**src/irwr_pkg.sv**
```systemverilog
// Shared constants and types for the rotation resampler.
`timescale 1ns / 1ps

package irwr_pkg;

    // Store and geometry limits.
    localparam int MAX_SRC_W   = 256;
    localparam int MAX_SRC_H   = 256;
    localparam int MAX_OUT_DIM = 512;
    localparam int FRAC_BITS   = 14;

    // Coordinate and bank address widths; four banks by column and row parity.
    localparam int XW         = $clog2(MAX_SRC_W);
    localparam int YW         = $clog2(MAX_SRC_H);
    localparam int BANK_AW    = (XW - 1) + (YW - 1);
    localparam int BANK_DEPTH = (MAX_SRC_W * MAX_SRC_H) / 4;

    // Distance, quotient and root widths of the ratio lanes.
    localparam int DIST_W     = 32;
    localparam int QUO_W      = 25;
    localparam int ROOT_W     = 13;
    localparam int DIV_STEPS  = QUO_W;
    localparam int SQRT_STEPS = ROOT_W;
    localparam int RATIO_LAT  = DIV_STEPS + SQRT_STEPS;

    // Ratio of the nearest neighbor to itself, 1.0 in Q1.12.
    localparam logic [ROOT_W-1:0] RATIO_ONE = ROOT_W'(4096);

    typedef logic [23:0] rgb_t;

    // Configuration register indexes.
    typedef enum logic [2:0] {
        CFG_COS    = 3'd0,
        CFG_SIN    = 3'd1,
        CFG_SRC_W  = 3'd2,
        CFG_SRC_H  = 3'd3,
        CFG_OUT_W  = 3'd4,
        CFG_OUT_H  = 3'd5,
        CFG_RANK   = 3'd6
    } cfg_idx_t;

endpackage

```
**src/irwr_ratio.sv**
```systemverilog
// Pipelined ratio lane: sqrt(floor(d_near * 2^24 / d_far)) in Q1.12.
`timescale 1ns / 1ps

module irwr_ratio
    import irwr_pkg::*;
(
    input  logic              clk,
    input  logic [DIST_W-1:0] d_near,
    input  logic [DIST_W-1:0] d_far,
    output logic [ROOT_W-1:0] ratio
);

    logic [DIST_W-1:0] rem_reg  [DIV_STEPS];
    logic [DIST_W-1:0] rem_next [DIV_STEPS];
    logic [QUO_W-1:0]  quo_reg  [DIV_STEPS];
    logic [QUO_W-1:0]  quo_next [DIV_STEPS];
    logic [DIST_W-1:0] dvs_reg  [DIV_STEPS];
    logic [DIST_W-1:0] dvs_next [DIV_STEPS];

    logic [QUO_W-1:0]  sv_reg   [SQRT_STEPS];
    logic [QUO_W-1:0]  sv_next  [SQRT_STEPS];
    logic [QUO_W:0]    sr_reg   [SQRT_STEPS];
    logic [QUO_W:0]    sr_next  [SQRT_STEPS];

    // Restoring division, one quotient bit per stage, most significant first.
    always_comb
    begin
        logic [DIST_W-1:0] trial;
        logic [DIST_W-1:0] dvs;
        logic [QUO_W-1:0]  qin;
        for (int s = 0; s < DIV_STEPS; s++)
        begin
            if (s == 0)
            begin
                trial = d_near;
                dvs   = d_far;
                qin   = '0;
            end
            else
            begin
                trial = {rem_reg[(s == 0) ? 0 : s - 1][DIST_W-2:0], 1'b0};
                dvs   = dvs_reg[(s == 0) ? 0 : s - 1];
                qin   = quo_reg[(s == 0) ? 0 : s - 1];
            end
            dvs_next[s] = dvs;
            if (trial >= dvs)
            begin
                rem_next[s] = trial - dvs;
                quo_next[s] = {qin[QUO_W-2:0], 1'b1};
            end
            else
            begin
                rem_next[s] = trial;
                quo_next[s] = {qin[QUO_W-2:0], 1'b0};
            end
        end
    end

    // Digit-by-digit square root, one root bit per stage.
    always_comb
    begin
        logic [QUO_W-1:0] vin;
        logic [QUO_W:0]   rin;
        logic [QUO_W:0]   bitv;
        logic [QUO_W:0]   trial;
        for (int s = 0; s < SQRT_STEPS; s++)
        begin
            if (s == 0)
            begin
                vin = quo_reg[DIV_STEPS-1];
                rin = '0;
            end
            else
            begin
                vin = sv_reg[(s == 0) ? 0 : s - 1];
                rin = sr_reg[(s == 0) ? 0 : s - 1];
            end
            bitv  = (QUO_W + 1)'(1) << (2 * (SQRT_STEPS - 1 - s));
            trial = rin + bitv;
            if ({1'b0, vin} >= trial)
            begin
                sv_next[s] = vin - trial[QUO_W-1:0];
                sr_next[s] = (rin >> 1) + bitv;
            end
            else
            begin
                sv_next[s] = vin;
                sr_next[s] = rin >> 1;
            end
        end
    end

    // Stage registers carry payload only; validity travels beside the lane.
    always_ff @(posedge clk)
    begin
        for (int s = 0; s < DIV_STEPS; s++)
        begin
            rem_reg[s] <= rem_next[s];
            quo_reg[s] <= quo_next[s];
            dvs_reg[s] <= dvs_next[s];
        end
        for (int s = 0; s < SQRT_STEPS; s++)
        begin
            sv_reg[s] <= sv_next[s];
            sr_reg[s] <= sr_next[s];
        end
    end

    assign ratio = sr_reg[SQRT_STEPS-1][ROOT_W-1:0];

endmodule

```
**config.mk**
```make
export PLATFORM = sky130hd
export DESIGN_NAME = irwr_ratio
export DESIGN_NICKNAME = d
export VERILOG_FILES = /design/src/irwr_pkg.sv /design/src/irwr_ratio.sv
export SDC_FILE = /design/constraint.sdc
export NUM_CORES = 2
export LEC_CHECK = 0
export BUFFER_PORTS_ARGS = -buffer_cell sky130_fd_sc_hd__clkbuf_2
export CAP_MARGIN = 20
export CORE_MARGIN = 2
export CORE_UTILIZATION = 65
export CTS_CLUSTER_SIZE = 25
export DETAILED_ROUTE_END_ITERATION = 7
export GPL_TIMING_DRIVEN = 0
export MAX_ROUTING_LAYER = met4
export PLACE_DENSITY = 0.81
export SYNTH_ARGS = -nofsm -noshare
export SYNTH_HDL_FRONTEND = slang
export SYNTH_SLANG_ARGS = --single-unit
```
**constraint.sdc**
```tcl
create_clock -name clk -period 9.9 [get_ports clk]
set_clock_uncertainty 0.05 [all_clocks]
set_input_delay 1.98 -clock clk [delete_from_list [all_inputs] [get_ports clk]]
set_output_delay 1.98 -clock clk [all_outputs]
set_load 0.01 [all_outputs]
```
==> metrics <==
outcome=complete, no violations; post-synth top area cell=dfxtp_1; Core Util, Final=72.34%; critical path class=register to register; Final setup viols=0; crit-path max cell delay=0.60 ns; reg2reg setup slack=just over 5 ns; Net Count, Synth=11,514; root buf cell=clkbuf_16; Worst Path Required=10.52 ns; total length of routed wires=233.8 mm; final estimated routing congestion in global placement=0.9755; fin crit share=47.95%; EDFF count, synth=0; #FFs+latches synth=2,228; drt via density=5.701; crit-path cells=inv_1 -> fa_1 -> a21o_1 -> a21oi_1 -> o211ai_1 -> nand2_1 -> o211ai_1 -> a31oi_1 -> o41a_1 -> o21ai_1 -> a21oi_1 -> clkbuf_1 -> inv_1; post-DP HPWL=about 180 mm; post-CTS setup-driven buffer insertion count=0; hold path endpoint=quo_reg[1][140]$_DFF_P_; initial antenna violation count=2; Critical Path Source Type=register; critical hold path startpoint=quo_reg[1][114]$_DFF_P_; Port-buffer cells=between 70 and 80; Worst setup EP type=register; critical path arrival=5.36 ns; R2R cell count=13; hold-fix buffer count after cts=0; HP Class=register to register; P_leak=51.68 nW; Avg Synthesized Cell Area=between 9 and 10 µm²; Post-synth ARST share=0%; drt initial violations=5,328; share of cells above drive strength 1=around 8.1%; placed cells=12,633; power per standard cell area=just under 400 nW/µm²; RSZ-0062 raised after global routing=no; minimum hold slack=about 0.26 ns; largest net degree at the start of global routing=17; crit-path max FO=10; worst r2r src=dvs_reg[0][192]$_DFF_P_; Die H=394.9 µm; Pint=25.91 mW; worst-margin pin slew=1.116 ns; Yosys top cell area share=44.90%; CTS tree=yes; sequential element share of the synthesized area=44.90%; DIE AREA=156,000 µm²; most frequent cells in the layout=dfxtp_1 (2,228), inv_1 (1,097), ha_1 (899), a21oi_1 (799), nand2_1 (770); area of placed instances=102,300 µm²; Final Slew Violations=0; Critical R2R Capture=quo_reg[0][175]$_DFF_P_; fin nets=11,810; max FFs per register=768; Layout area overhead=10.61%; synthesized instance count=10,525; Net Switching=between 15 and 20 mW; first-pass iteration count of the detailed router=8; TritonCTS Buffers=around 210; Ports=78; gr usage total=30.19%; Rows=143; drt drc=0; Final Hold Fails=0; Die Width=394.9 µm; max-cap violations=0; post-route cell area=109,900 µm²; switching share of total power=39.18%; DRT antenna net count=0; clock power share=20.0%; Max Root-Sink Buffers=3; clk_lat worst skew=0.85 ns; routed len/inst=17.94 µm; # clock sinks=around 2,200; most common cell after layout, fill and taps aside=dfxtp_1; yosys warns=0; Max-slew headroom=23.66%; grt total ovfl=0; global-route wire length before repair=~380 mm; sequential share of power=between 30% and 40%; combinational fraction of design power=46.9%; Post-Syn Area=99,340 µm²; Hold Crit Depth=0; Initial Utilization=65.40%; Buf+Inv Stages, Crit Path=3; min Tclk post-route=around 4.7 ns; Synth cell types=113; crit path max-delay cell type=clkbuf_1; vias in the first global route=about 74,000; H-tree depth=4; Max IR drop VDD=0.2273 mV; Max Clk Rate=about 0.21 GHz; Post-CTS Resized=0; Finished Layout Cells=13,032; Area contributors post-synth=dfxtp_1 (45%), ha_1 (11%), inv_1 (4.1%); total negative setup slack=0 ns; clock slew at reported path FFs=0.06 ns; DR vias=74,295; prevailing post-synth register cell=dfxtp_1; core area=151,900 µm²; crit-path leading delay family=compound AO/OA/AOI/OAI gates
## Yosys cell counts (all sizes together), types with 21 or more instances
| master | count |
|---|---|
| nand3 | 131 |
| nand2b | 123 |
| o21bai | 120 |
| a31oi | 68 |
| o211ai | 30 |
| or2 | 21 |
| and2 | 54 |
| fa | 25 |
| a31o | 22 |
| nand2 | 770 |
| buf | 75 |
| a21o | 397 |
| nor3 | 131 |
| clkbuf | 156 |
| and3 | 49 |
| nor4 | 59 |
| inv | 1098 |
| a211oi | 71 |
| nand4 | 126 |
| a41oi | 21 |
| o21ai | 725 |
| xor2 | 318 |
| or3 | 37 |
| o21a | 136 |
| dfxtp | 2228 |
| ha | 899 |
| o31ai | 78 |
| xnor2 | 420 |
| a21oi | 808 |
| nor2b | 119 |
| a21boi | 33 |
| nor2 | 592 |
| mux2 | 284 |
## layout make-up
| type | instances | area, µm² |
|---|---|---|
| Antenna cell | 9 | 22.52 |
| Buffer | 232 | 1030 |
| Clock buffer | 292 | 6091 |
| Clock inverter | 96 | 1479 |
| Fill cell | 11313 | 42020 |
| Inverter | 1100 | 4129 |
| Multi-Input combinational cell | 6965 | 49580 |
| Sequential cell | 2228 | 44600 |
| Tap cell | 2030 | 2540 |
| Timing Repair Buffer | 80 | 405.4 |
## power groups by stage
stage	combinational (mW)	sequential, mW	clock, mW
final	20.0	14.1	8.54
after global routing	22.1	14.3	9.06
after CTS	19.7	14.1	8.68
after detailed placement	19.4	14.2	0
after global placement	18.9	14.2	0
after floorplan	15.3	13.4	0
## per-layer routing
| metal | track usage, % | vias to the layer above | share of wire, % |
|---|---|---|---|
| met2 | 49.50 | 2084 | 47 |
| li1 | - | 36825 | - |
| met4 | 10.91 | 0 | 3.5 |
| met5 | - | - | 0 |
| met1 | 37.94 | 34889 | 44 |
| met3 | 4.420 | 497 | 5.4 |
## cells by family (layout without fill, tap and decap cells)
group	Yosys count	count (layout)	synth area share [%]
AOI/OAI and AO/OA	2700	2700	17.15
xor gates and xnor gates	738	738	6.507
adders and majority gates	924	924	11.83
buffers and inverters	1332	1800	5.193
DFF	2228	2228	44.90
muxes	299	299	3.469
other	1	10	0.003775
and+or+nand+nor	2303	2303	10.96
## stage by stage
step / setup WS (ns) / total power [mW]
global route: 4.801 / 45.54
global placement: 4.429 / 33.10
finish: 5.153 / 42.60
floorplan: 5.252 / 28.70
CTS: 5.157 / 42.46
detailed placement: 4.429 / 33.63
## how the worst max path moves through the flow
stage,endpoint,start,cells past startpoint,slack (ns)
after floorplan,rem_reg[0][30]$_DFF_P_,d_near[0],14,5.25
after global placement,rem_reg[0][26]$_DFF_P_,d_far[2],15,4.43
after detailed placement,rem_reg[0][26]$_DFF_P_,d_far[2],15,4.43
after CTS,quo_reg[0][175]$_DFF_P_,dvs_reg[0][192]$_DFF_P_,13,5.16
after global routing,quo_reg[0][175]$_DFF_P_,dvs_reg[0][192]$_DFF_P_,13,4.80
final,quo_reg[0][175]$_DFF_P_,dvs_reg[0][192]$_DFF_P_,13,5.15
Note: power is estimated with default switching activity, not from simulation.
